--- src/rtl/core/bdq_pkg.sv ---
// Shared constants, codes and cell control types of the bounded deque.
package bdq_pkg;

	localparam int DEPTH = 16;
	localparam int CNT_W = $clog2(DEPTH + 1);
	localparam int DATA_W = 32;

	typedef enum logic [1:0] {
		OP_PUSH_FRONT = 2'd0,
		OP_PUSH_BACK  = 2'd1,
		OP_POP_FRONT  = 2'd2,
		OP_DUMP       = 2'd3
	} op_t;

	typedef enum logic [2:0] {
		ST_INSERTED = 3'd0,
		ST_POPPED   = 3'd1,
		ST_EMPTY    = 3'd2,
		ST_FULL     = 3'd3,
		ST_DUMPED   = 3'd4
	} status_t;

	typedef enum logic [2:0] {
		CELL_HOLD,
		CELL_PUSH_FRONT,
		CELL_PUSH_BACK,
		CELL_SHIFT,
		CELL_ROTATE
	} cell_cmd_t;

	typedef struct packed {
		cell_cmd_t cmd;
		logic      at_tail;
		logic      at_count;
	} cell_ctl_t;

endpackage

--- src/rtl/core/bounded_deque_push_pop_dump.sv ---
// Top level of the bounded deque: command decode, fill count and the chain of cells.
// A command is taken on a clock edge where start is high and busy is low; op selects
// push front, push back, pop front or dump, and value carries the word to push.
// Every command gives its results on status, data_out and last, each valid for
// exactly one cycle while strobe is high; the receiver cannot stall the block.
// The first result appears in the cycle after the command is taken.
// Push and pop never raise busy, so a new command can be given in every cycle while busy is low.
// A dump of N stored words gives N results, one per cycle, front to back,
// with last high on the final one; busy stays high from the first result until the
// final one, while the cell chain rotates its words one place per cycle and returns to
// its original order. A dump of an empty store gives one empty result.
// A push into a full store is dropped with a full result, and a pop of an empty
// store gives an empty result; both leave the contents unchanged.
// Words are held in a row of cells with the front word in the first cell; a push
// front or a pop shifts the whole row by one place.
// Reset clears the fill count, the dump sequencer and the strobe; stored words
// are not cleared and are only ever read after having been written.
module bounded_deque_push_pop_dump (
	input  logic                             clk,
	input  logic                             arst_n,
	input  logic                             start,
	output logic                             busy,
	input  logic [1:0]                       op,
	input  logic signed [bdq_pkg::DATA_W-1:0] value,
	output logic                             strobe,
	output logic [2:0]                       status,
	output logic signed [bdq_pkg::DATA_W-1:0] data_out,
	output logic                             last
);

	logic [bdq_pkg::CNT_W-1:0]         count_q;
	logic [bdq_pkg::CNT_W-1:0]         remain_q;
	logic                              dumping_q;
	logic                              strobe_q;
	bdq_pkg::status_t                  status_q;
	logic signed [bdq_pkg::DATA_W-1:0] data_out_q;
	logic                              last_q;

	logic                              accept;
	logic                              full;
	logic                              empty;
	bdq_pkg::op_t                      op_in;
	bdq_pkg::cell_cmd_t                cmd;
	logic signed [bdq_pkg::DATA_W-1:0] cell_data [bdq_pkg::DEPTH];

	assign accept = start && !dumping_q;
	assign full = (count_q == bdq_pkg::CNT_W'(bdq_pkg::DEPTH));
	assign empty = (count_q == '0);
	assign op_in = bdq_pkg::op_t'(op);

	always_comb begin
		cmd = bdq_pkg::CELL_HOLD;
		if (dumping_q) begin
			cmd = bdq_pkg::CELL_ROTATE;
		end else if (accept) begin
			case (op_in)
				bdq_pkg::OP_PUSH_FRONT: begin
					if (!full) cmd = bdq_pkg::CELL_PUSH_FRONT;
				end
				bdq_pkg::OP_PUSH_BACK: begin
					if (!full) cmd = bdq_pkg::CELL_PUSH_BACK;
				end
				bdq_pkg::OP_POP_FRONT: begin
					if (!empty) cmd = bdq_pkg::CELL_SHIFT;
				end
				bdq_pkg::OP_DUMP: begin
					if (!empty) cmd = bdq_pkg::CELL_ROTATE;
				end
				default: begin
					cmd = bdq_pkg::CELL_HOLD;
				end
			endcase
		end
	end

	for (genvar i = 0; i < bdq_pkg::DEPTH; i++) begin : g_cell
		bdq_pkg::cell_ctl_t                ctl;
		logic signed [bdq_pkg::DATA_W-1:0] left_data;
		logic signed [bdq_pkg::DATA_W-1:0] right_data;

		assign ctl.cmd = cmd;
		assign ctl.at_tail = (count_q == bdq_pkg::CNT_W'(i + 1));
		assign ctl.at_count = (count_q == bdq_pkg::CNT_W'(i));

		if (i == 0) begin : g_first
			assign left_data = value;
		end else begin : g_inner_left
			assign left_data = cell_data[i-1];
		end

		if (i == bdq_pkg::DEPTH - 1) begin : g_end
			assign right_data = '0;
		end else begin : g_inner_right
			assign right_data = cell_data[i+1];
		end

		bdq_cell u_cell (
			.clk        (clk),
			.ctl        (ctl),
			.left_data  (left_data),
			.right_data (right_data),
			.front_data (cell_data[0]),
			.value      (value),
			.data       (cell_data[i])
		);
	end

	always_ff @(posedge clk or negedge arst_n) begin
		if (!arst_n) begin
			count_q    <= '0;
			remain_q   <= '0;
			dumping_q  <= 1'b0;
			strobe_q   <= 1'b0;
			status_q   <= bdq_pkg::ST_INSERTED;
			data_out_q <= '0;
			last_q     <= 1'b0;
		end else begin
			strobe_q <= 1'b0;
			if (dumping_q) begin
				strobe_q   <= 1'b1;
				status_q   <= bdq_pkg::ST_DUMPED;
				data_out_q <= cell_data[0];
				last_q     <= (remain_q == bdq_pkg::CNT_W'(1));
				remain_q   <= remain_q - bdq_pkg::CNT_W'(1);
				if (remain_q == bdq_pkg::CNT_W'(1)) begin
					dumping_q <= 1'b0;
				end
			end else if (accept) begin
				strobe_q   <= 1'b1;
				last_q     <= 1'b1;
				data_out_q <= '0;
				case (op_in)
					bdq_pkg::OP_PUSH_FRONT, bdq_pkg::OP_PUSH_BACK: begin
						if (full) begin
							status_q <= bdq_pkg::ST_FULL;
						end else begin
							status_q <= bdq_pkg::ST_INSERTED;
							count_q  <= count_q + bdq_pkg::CNT_W'(1);
						end
					end
					bdq_pkg::OP_POP_FRONT: begin
						if (empty) begin
							status_q <= bdq_pkg::ST_EMPTY;
						end else begin
							status_q   <= bdq_pkg::ST_POPPED;
							data_out_q <= cell_data[0];
							count_q    <= count_q - bdq_pkg::CNT_W'(1);
						end
					end
					bdq_pkg::OP_DUMP: begin
						if (empty) begin
							status_q <= bdq_pkg::ST_EMPTY;
						end else begin
							status_q   <= bdq_pkg::ST_DUMPED;
							data_out_q <= cell_data[0];
							last_q     <= (count_q == bdq_pkg::CNT_W'(1));
							remain_q   <= count_q - bdq_pkg::CNT_W'(1);
							dumping_q  <= (count_q != bdq_pkg::CNT_W'(1));
						end
					end
					default: begin
						status_q <= bdq_pkg::ST_EMPTY;
					end
				endcase
			end
		end
	end

	assign busy = dumping_q;
	assign strobe = strobe_q;
	assign status = status_q;
	assign data_out = data_out_q;
	assign last = last_q;

endmodule

--- src/rtl/core/bdq_cell.sv ---
// One storage cell of the deque chain, moving its word toward either neighbor.
module bdq_cell (
	input  logic                             clk,
	input  bdq_pkg::cell_ctl_t               ctl,
	input  logic signed [bdq_pkg::DATA_W-1:0] left_data,
	input  logic signed [bdq_pkg::DATA_W-1:0] right_data,
	input  logic signed [bdq_pkg::DATA_W-1:0] front_data,
	input  logic signed [bdq_pkg::DATA_W-1:0] value,
	output logic signed [bdq_pkg::DATA_W-1:0] data
);

	logic signed [bdq_pkg::DATA_W-1:0] data_q;

	always_ff @(posedge clk) begin
		case (ctl.cmd)
			bdq_pkg::CELL_PUSH_FRONT: begin
				data_q <= left_data;
			end
			bdq_pkg::CELL_PUSH_BACK: begin
				if (ctl.at_count) begin
					data_q <= value;
				end
			end
			bdq_pkg::CELL_SHIFT: begin
				data_q <= right_data;
			end
			bdq_pkg::CELL_ROTATE: begin
				data_q <= ctl.at_tail ? front_data : right_data;
			end
			default: begin
				data_q <= data_q;
			end
		endcase
	end

	assign data = data_q;

endmodule

--- config.mk ---
export PLATFORM = sky130hd
export DESIGN_NAME = bounded_deque_push_pop_dump
export DESIGN_NICKNAME = d
export VERILOG_FILES = /design/src/rtl/core/bdq_pkg.sv /design/src/rtl/core/bounded_deque_push_pop_dump.sv /design/src/rtl/core/bdq_cell.sv
export SDC_FILE = /design/constraint.sdc
export NUM_CORES = 1
export LEC_CHECK = 0
export ABC_CLOCK_PERIOD_IN_PS = 6570
export BUFFER_PORTS_ARGS = -buffer_cell sky130_fd_sc_hd__buf_2
export CAP_MARGIN = 20
export CORE_MARGIN = 1
export CORE_UTILIZATION = 55
export DETAILED_ROUTE_END_ITERATION = 12
export GPL_ROUTABILITY_DRIVEN = 0
export PLACE_DENSITY = 0.78
export SLEW_MARGIN = 40
export SYNTH_ARGS = -nofsm -noshare
export SYNTH_HDL_FRONTEND = slang
export SYNTH_HIERARCHICAL = 1
export SYNTH_SLANG_ARGS = --single-unit
--- constraint.sdc ---
create_clock -name clk -period 6.57 [get_ports clk]
set_input_delay 0.657 -clock clk [delete_from_list [all_inputs] [get_ports clk]]
set_output_delay 0.657 -clock clk [all_outputs]
set_load 0.03 [all_outputs]
==> results of run 1 <==
## layout make-up
type | count | area [um2] | area share (%)
flip-flops and latches | 560 | 16600 | 38.9
repair buffers | 162 | 1290 | 3.04
multi-input cells | 2799 | 21400 | 50.1
clock inverters | 28 | 219 | 0.514
clock buffers | 86 | 1830 | 4.29
well taps | 940 | 1180 | 2.76
inverters | 42 | 158 | 0.370
## cell families after synthesis
logic type | share of synthesized area [%]
compound gates | 19.9
xor+xnor | 0.222
fa+ha+maj | 0.254
buf+inv | 5.30
flops | 42.1
mux | 14.8
other cells | 0.00952
simple gates | 17.4
## stage by stage
step / util, % / hold slack [ns] / area [um2] / worst slack [ns] / total power [mW]
5_1_grt: 60.5 / 0.138 / 42600 / 2.13 / 24.2
3_5_place_dp: 57.6 / 0.464 / 40500 / 2.41 / 19.2
2_1_floorplan: - / 0.361 / 39600 / 0.484 / 16.2
4_1_cts: 60.5 / 0.0939 / 42600 / 2.36 / 22.8
6_report: 60.5 / 0.0817 / 42600 / 2.32 / 23.0
3_3_place_gp: 56.9 / 0.465 / 40100 / 2.46 / 18.6
## worst max-delay path by stage
stage,start,end,slack (ns),cells past startpoint
final,count_q[0],g_cell[13].u_cell/data[22],2.32,10
after CTS,count_q[0],g_cell[13].u_cell/data[22],2.36,10
after global routing,count_q[0],g_cell[13].u_cell/data[22],2.13,10
after detailed placement,count_q[0],g_cell[13].u_cell/data[22],2.41,10
after global placement,op[1],g_cell[12].u_cell/data[13],2.46,8
after floorplan,count_q[0],g_cell[0].u_cell/data[0],0.48,6
## flip-flops by register name, summed over array words and instances (netlist names)
signal              cells
g_cell.u_cell/data    512
strobe                  1
last                    1
count_q                 5
busy                    1
status                  3
data_out               32
remain_q                5
## power breakdown
part | switching (mW) | total (mW) | internal [mW]
clock network | 1.54 | 3.56 | 2.02
registers | 2.09 | 9.18 | 7.09
logic | 6.18 | 10.3 | 4.09
## layout by cell type, fill, tap and decap left out, types with 5 or more instances in the layout
cell,count
sky130_fd_sc_hd__buf_2,74
sky130_fd_sc_hd__nor2b_1,227
sky130_fd_sc_hd__clkinv_1,15
sky130_fd_sc_hd__a2111oi_0,16
sky130_fd_sc_hd__buf_6,12
sky130_fd_sc_hd__or3b_2,15
sky130_fd_sc_hd__nand3_1,289
sky130_fd_sc_hd__nor2b_2,15
sky130_fd_sc_hd__nand2_1,425
sky130_fd_sc_hd__clkinv_2,6
sky130_fd_sc_hd__mux2i_1,583
sky130_fd_sc_hd__buf_4,57
sky130_fd_sc_hd__inv_1,42
sky130_fd_sc_hd__clkbuf_16,68
sky130_fd_sc_hd__clkbuf_1,12
sky130_fd_sc_hd__a211oi_1,64
sky130_fd_sc_hd__a41oi_1,208
sky130_fd_sc_hd__o32ai_1,17
sky130_fd_sc_hd__nand2b_4,17
sky130_fd_sc_hd__o21ai_0,21
sky130_fd_sc_hd__a22o_1,30
sky130_fd_sc_hd__xor2_1,7
sky130_fd_sc_hd__o221ai_1,288
sky130_fd_sc_hd__clkbuf_8,6
sky130_fd_sc_hd__and2_1,16
sky130_fd_sc_hd__a21oi_1,35
sky130_fd_sc_hd__o21ai_4,16
sky130_fd_sc_hd__and2_2,6
sky130_fd_sc_hd__and3b_1,16
sky130_fd_sc_hd__buf_12,5
sky130_fd_sc_hd__a211oi_2,160
sky130_fd_sc_hd__nand3b_1,208
sky130_fd_sc_hd__edfxtp_1,512
sky130_fd_sc_hd__conb_1,64
sky130_fd_sc_hd__dfrtp_1,48
sky130_fd_sc_hd__buf_8,10
sky130_fd_sc_hd__and3_2,5
sky130_fd_sc_hd__nor2_1,5
sky130_fd_sc_hd__ha_1,7
## routing by layer
metal  vias to the layer above  GRT usage [%]  wire, um
li1                      14500              -         -
met1                     16200           37.3     44100
met3                       342           2.98      6590
met4                         0           10.9      4000
met2                      1542           52.0     56900
met5                         -              0         0
## critical path, stage by stage, from the launching register on
cell,delay [ns]
sky130_fd_sc_hd__dfrtp_1,0.45
sky130_fd_sc_hd__inv_1,0.12
sky130_fd_sc_hd__ha_1,0.23
sky130_fd_sc_hd__or4b_4,0.23
sky130_fd_sc_hd__nand4_2,0.29
sky130_fd_sc_hd__nand2b_4,0.47
sky130_fd_sc_hd__buf_4,0.54
sky130_fd_sc_hd__or3b_2,0.75
sky130_fd_sc_hd__buf_4,0.41
sky130_fd_sc_hd__a211oi_1,0.31
sky130_fd_sc_hd__a41oi_1,0.07
==> impl_metrics.yaml, run 1 <==
synth:
  synth_seq_cells: 560
  netlist.top_cell.by_area: "sky130_fd_sc_hd__edfxtp_1"
  mean_cell_area_of_the_mapped_netlist_um2: 10.6
  yosysWarnings: 6
  async_flop_share_pct: 8.57
  synth-main-ff-cell: "sky130_fd_sc_hd__edfxtp_1"
  postSynthCellCount: 3718
  synthTopCellsByArea: "sky130_fd_sc_hd__edfxtp_1 (39%), sky130_fd_sc_hd__mux2i_1 (15%), sky130_fd_sc_hd__o221ai_1 (6.4%)"
  synth_top_cell_area_share_pct: 39.1
  number_of_synthesized_flops_with_an_enable_pin: 512
  yosys.cell_count.top_type: "sky130_fd_sc_hd__mux2i_1"
  synth-seq-area-share_pct: 42.1
  netlist_area_um2: 39400
  synth_cell_types: 48
  most_numerous_cell_types_in_the_synthesized_netlist: "sky130_fd_sc_hd__mux2i_1 (583), sky130_fd_sc_hd__edfxtp_1 (512), sky130_fd_sc_hd__nand2_1 (425)"
timing:
  setup-tns-final_ns: 0
  period_minus_slack_ns: 4.25
  maxClockFrequency_mhz: 235
  worst_pin_slew_ns: 0.886
  grt_setup_unrepaired: "no"
  timing.final.setup_violations: 0
  timing.slew.headroom_pct: 40.9
  final.period_utilization_pct: 64.6
  slew_viol_final: 0
  final_hold_vios: 0
  finalClockSkew_ns: 0.0544
worst_setup_path:
  setup.reg_to_reg.worst_slack_ns: 2.32
  reg2regPathDepth: 10
  crit_arrival_ns: 4.58
  worstSetupStartpointType: "register"
  worst-setup-path-type: "reg2reg"
  critical_path.max_fanout: 44
  crit-reg2reg-capture: "g_cell[13].u_cell/data[22]"
  regToRegStartpoint: "count_q[0]"
  cp_data_required_time_ns: 6.90
  cp-end-kind: "register"
clock_network:
  cts_repair_resize_count: 0
  max-clock-path-buffers: 3
  cts.sinks: 560
  cts.clk_slew.worst_paths_ns: 0.06
  cts_tree: "done"
  cts_setup_buffers: 0
  cts-buffers-inserted: 61
  clockRootBuffer: "sky130_fd_sc_hd__clkbuf_16"
  worst_skew_pair.late_latency_ns: 0.67
  post_cts_hold_buffer_count: 0
  cts_htree_levels: 2
global_route:
  first_global_vias: 31900
  gr-total-overflow: 0
  antenna_found_initial: 0
  grt_first_pass_wirelength_um: 177000
  grt_start_max_net_pins: 116
  grt.total_usage_pct: 29.5
routing:
  initialDrtViolationCount: 3420
  drt-vias-per-instance: 7.06
  route.antenna.remaining_nets: 0
  wirelength_um: 112000
  wl_per_cell_um: 24.2
  drt_pre_antenna_iters: 6
  total_via_count_in_the_routed_design: 32600
  drc_errors: 0
layout:
  fill_cells: 5742
  drive_above_1_share_pct: 13.6
  nNetsFinal: 3671
  post_layout_nonfiller_instances: 4617
  antenna-diode-count: 0
  relative_area_change_from_synthesis_to_final_layout_pct: 8.22
place:
  dp_hpwl_um: 72200
  port_buffers: 74
  place.detailed.instances: 4500
pwr:
  power.density_nw_per_um2: 540
  power.ir.vdd_worst_mv: 0.293
  p_leak_nw: 13.5
job:
  cap_viol_max_count: 0
die:
  fp.coreArea_um2: 70400
  design.die.area_um2: 72700
  dieHeight_um: 270
  floorplan.io_pins: 75
  die_width_um: 270
  initial_core_util_pct: 55.9
  num_rows: 97
run_status:
  run_status: "complete, no violations"
worst_hold_path:
  timing.hold.worst.class: "in2async"
(Power assumes the default switching activity.)
==> run 2: changes to the inputs <==
--- a/config.mk
+++ b/config.mk
@@ -5,7 +5,7 @@
 export SDC_FILE = /design/constraint.sdc
 export NUM_CORES = 1
 export LEC_CHECK = 0
-export ABC_CLOCK_PERIOD_IN_PS = 6570
+export ABC_CLOCK_PERIOD_IN_PS = 3620
 export BUFFER_PORTS_ARGS = -buffer_cell sky130_fd_sc_hd__buf_2
 export CAP_MARGIN = 20
 export CORE_MARGIN = 1
==> constraint.sdc (replaced) <==
create_clock -name clk -period 3.62 [get_ports clk]
set_input_delay 0.362 -clock clk [delete_from_list [all_inputs] [get_ports clk]]
set_output_delay 0.362 -clock clk [all_outputs]
set_load 0.03 [all_outputs]
==> impl_metrics.yaml, run 2 (synthesized netlist as in run 1, its figures left out) <==
layout:
  post_layout_nonfiller_instances: 4721
  nNetsFinal: 3775
  relative_area_change_from_synthesis_to_final_layout_pct: 11.8
  post-route-cell-area_um2: 44000
  final_util_pct: 62.5
  drive_above_1_share_pct: 15.9
  antenna-diode-count: 0
  layout_common_cells: "sky130_fd_sc_hd__mux2i_1 (583), sky130_fd_sc_hd__edfxtp_1 (512), sky130_fd_sc_hd__nand2_1 (425), sky130_fd_sc_hd__nand3_1 (289), sky130_fd_sc_hd__o221ai_1 (288)"
  number_of_flip_flops_in_the_largest_register: 512
  most_common_cell_after_layout_fill_and_taps_aside: "sky130_fd_sc_hd__mux2i_1"
  fill_cells: 5522
pwr:
  power.share.switching_pct: 42.3
  power.ir.vdd_worst_mv: 0.526
  power.density_nw_per_um2: 988
  clkPwrFrac_pct: 15.7
  p_leak_nw: 14.2
  internal_power_mw: 25.1
  share_seq_of_total_power_pct: 38.2
  power_mw: 43.5
  power.share.combinational_pct: 46.0
  power_switching_mw: 18.4
timing:
  period_minus_slack_ns: 3.48
  timing.hold.ws_ns: 0.0719
  maxClockFrequency_mhz: 287
  final_hold_vios: 0
  setup-tns-final_ns: 0
  timing.final.setup_violations: 0
  final_critical_path_setup_slack_ns: 0.137
  grt_setup_unrepaired: "no"
  slew_viol_final: 0
  final.period_utilization_pct: 96.2
  finalClockSkew_ns: 0.0213
  worst_pin_slew_ns: 0.917
  timing.slew.headroom_pct: 38.8
worst_setup_path:
  critical_path.n_buffers_inverters: 3
  setup.reg_to_reg.worst_slack_ns: 0.14
  crit_arrival_ns: 3.80
  path_cells: "inv_1 > ha_1 > or3b_2 > o21ai_4 > nor2_4 > buf_12 > or3b_2 > buf_12 > a211oi_1 > a41oi_1"
  worst-setup-path-type: "reg2reg"
  cp-end-kind: "register"
  worstSetupStartpointType: "register"
  crit_path_max_incr_delay_ns: 0.69
  crit_slowest_cell: "sky130_fd_sc_hd__or3b_2"
  critical-path-top-delay-family: "simple AND/OR/NAND/NOR gates"
  critical_path.max_fanout: 16
  cp_data_required_time_ns: 3.94
clock_network:
  clockRootBuffer: "sky130_fd_sc_hd__clkbuf_16"
  cts_tree: "done"
  cts.clk_slew.worst_paths_ns: 0.06
  cts_htree_levels: 3
  cts-buffers-inserted: 67
  worst_skew_pair.late_latency_ns: 0.62
  max-clock-path-buffers: 3
  cts.sinks: 560
  cts_setup_buffers: 0
worst_hold_path:
  timing.hold.worst.class: "in2reg"
place:
  detailedPlace.worstSlack_ns: 0.180
  postPlaceCellArea_um2: 41800
  place.detailed.instances: 4598
  port_buffers: 74
  dp_hpwl_um: 79900
routing:
  total_via_count_in_the_routed_design: 33800
  routed-wl-met2_um: 58200
  route.met3.wl_um: 9100
  routedLengthMet1_um: 47000
  route.antenna.remaining_nets: 0
  topRoutingLayerUsed: "met4"
  drt_pre_antenna_iters: 5
  drt-vias-per-instance: 7.15
  wirelength_um: 119000
  initialDrtViolationCount: 3512
  drc_errors: 0
  wl_per_cell_um: 25.3
global_route:
  gr-total-overflow: 0
  first_global_vias: 33800
  grt_start_max_net_pins: 72
  grt.total_usage_pct: 32.0
  grt_first_pass_wirelength_um: 190000
  antenna_found_initial: 0
die:
  dieHeight_um: 270
  initial_core_util_pct: 55.9
  floorplan.io_pins: 75
  fp.coreArea_um2: 70400
  design.die.area_um2: 72700
  num_rows: 97
  die_width_um: 270
job:
  cap_viol_max_count: 0
run_status:
  run_status: "complete, no violations"
[run 2: cell types whose count changed in the layout (fill, tap and decap cells not counted), moves of 7 or more]
cell,delta
sky130_fd_sc_hd__buf_8,-10
sky130_fd_sc_hd__buf_12,+62
sky130_fd_sc_hd__nand2b_2,+16
sky130_fd_sc_hd__clkinv_1,-12
sky130_fd_sc_hd__clkbuf_1,+12
sky130_fd_sc_hd__nand2b_4,-16
sky130_fd_sc_hd__buf_6,+7
sky130_fd_sc_hd__buf_4,+43
[run 2: path summary, 6_finish.rpt]
| check | endpoint | startpoint | cells past startpoint |
|---|---|---|---|
| worst max-delay path | g_cell[12].u_cell/data[30] | count_q[1] | 10 |
| worst min-delay path | status[0] | start | 3 |
| min in group asynchronous | data_out[9] | arst_n | 2 |
| worst min register to register | status[2] | status[2] | 1 |
| worst max register to register | g_cell[12].u_cell/data[30] | count_q[1] | 10 |
| max in group asynchronous | data_out[29] | arst_n | 3 |
[run 2: what timing repair did]
item | 4_1_cts | 5_1_grt
endpoints found under the hold margin | 41 | 0
hold buffers | 1 | 0
setup endpoints to repair | 0 | 7
resized for setup | 0 | 1
[run 2: worst reg2reg max path: cells and delay by family, from the launching register on]
kind,cells,cell delay (ns)
buffers and inverters,3,0.57
AO/OA/AOI/OAI,3,0.68
AND/OR/NAND/NOR,3,1.31
flip-flops,1,0.43
adder cells (fa/ha/maj),1,0.20
[run 2: power groups by stage]
stage / clock network [mW] / logic [mW] / registers (mW)
floorplan: 0 / 13.6 / 15.7
finish: 6.84 / 20.0 / 16.6
detailed placement: 0 / 19.5 / 16.6
global route: 7.08 / 21.5 / 17.0
CTS: 6.88 / 19.6 / 16.6
global placement: 0 / 18.1 / 17.1
[run 2: routing by layer]
metal	up-vias	GRT usage [%]
li1	14700	-
met3	413	4.09
met1	16800	41.4
met4	0	14.6
met2	1885	53.4
met5	-	0
[run 2: area by class of cell]
class / instances / area (um2) / area share, %
inverters: 42 / 158 / 0.358
clock inverters: 21 / 236 / 0.537
well taps: 940 / 1180 / 2.67
repair buffers: 260 / 2680 / 6.09
clock buffers: 99 / 1900 / 4.32
multi-input cells: 2799 / 21300 / 48.4
flip-flops and latches: 560 / 16600 / 37.7
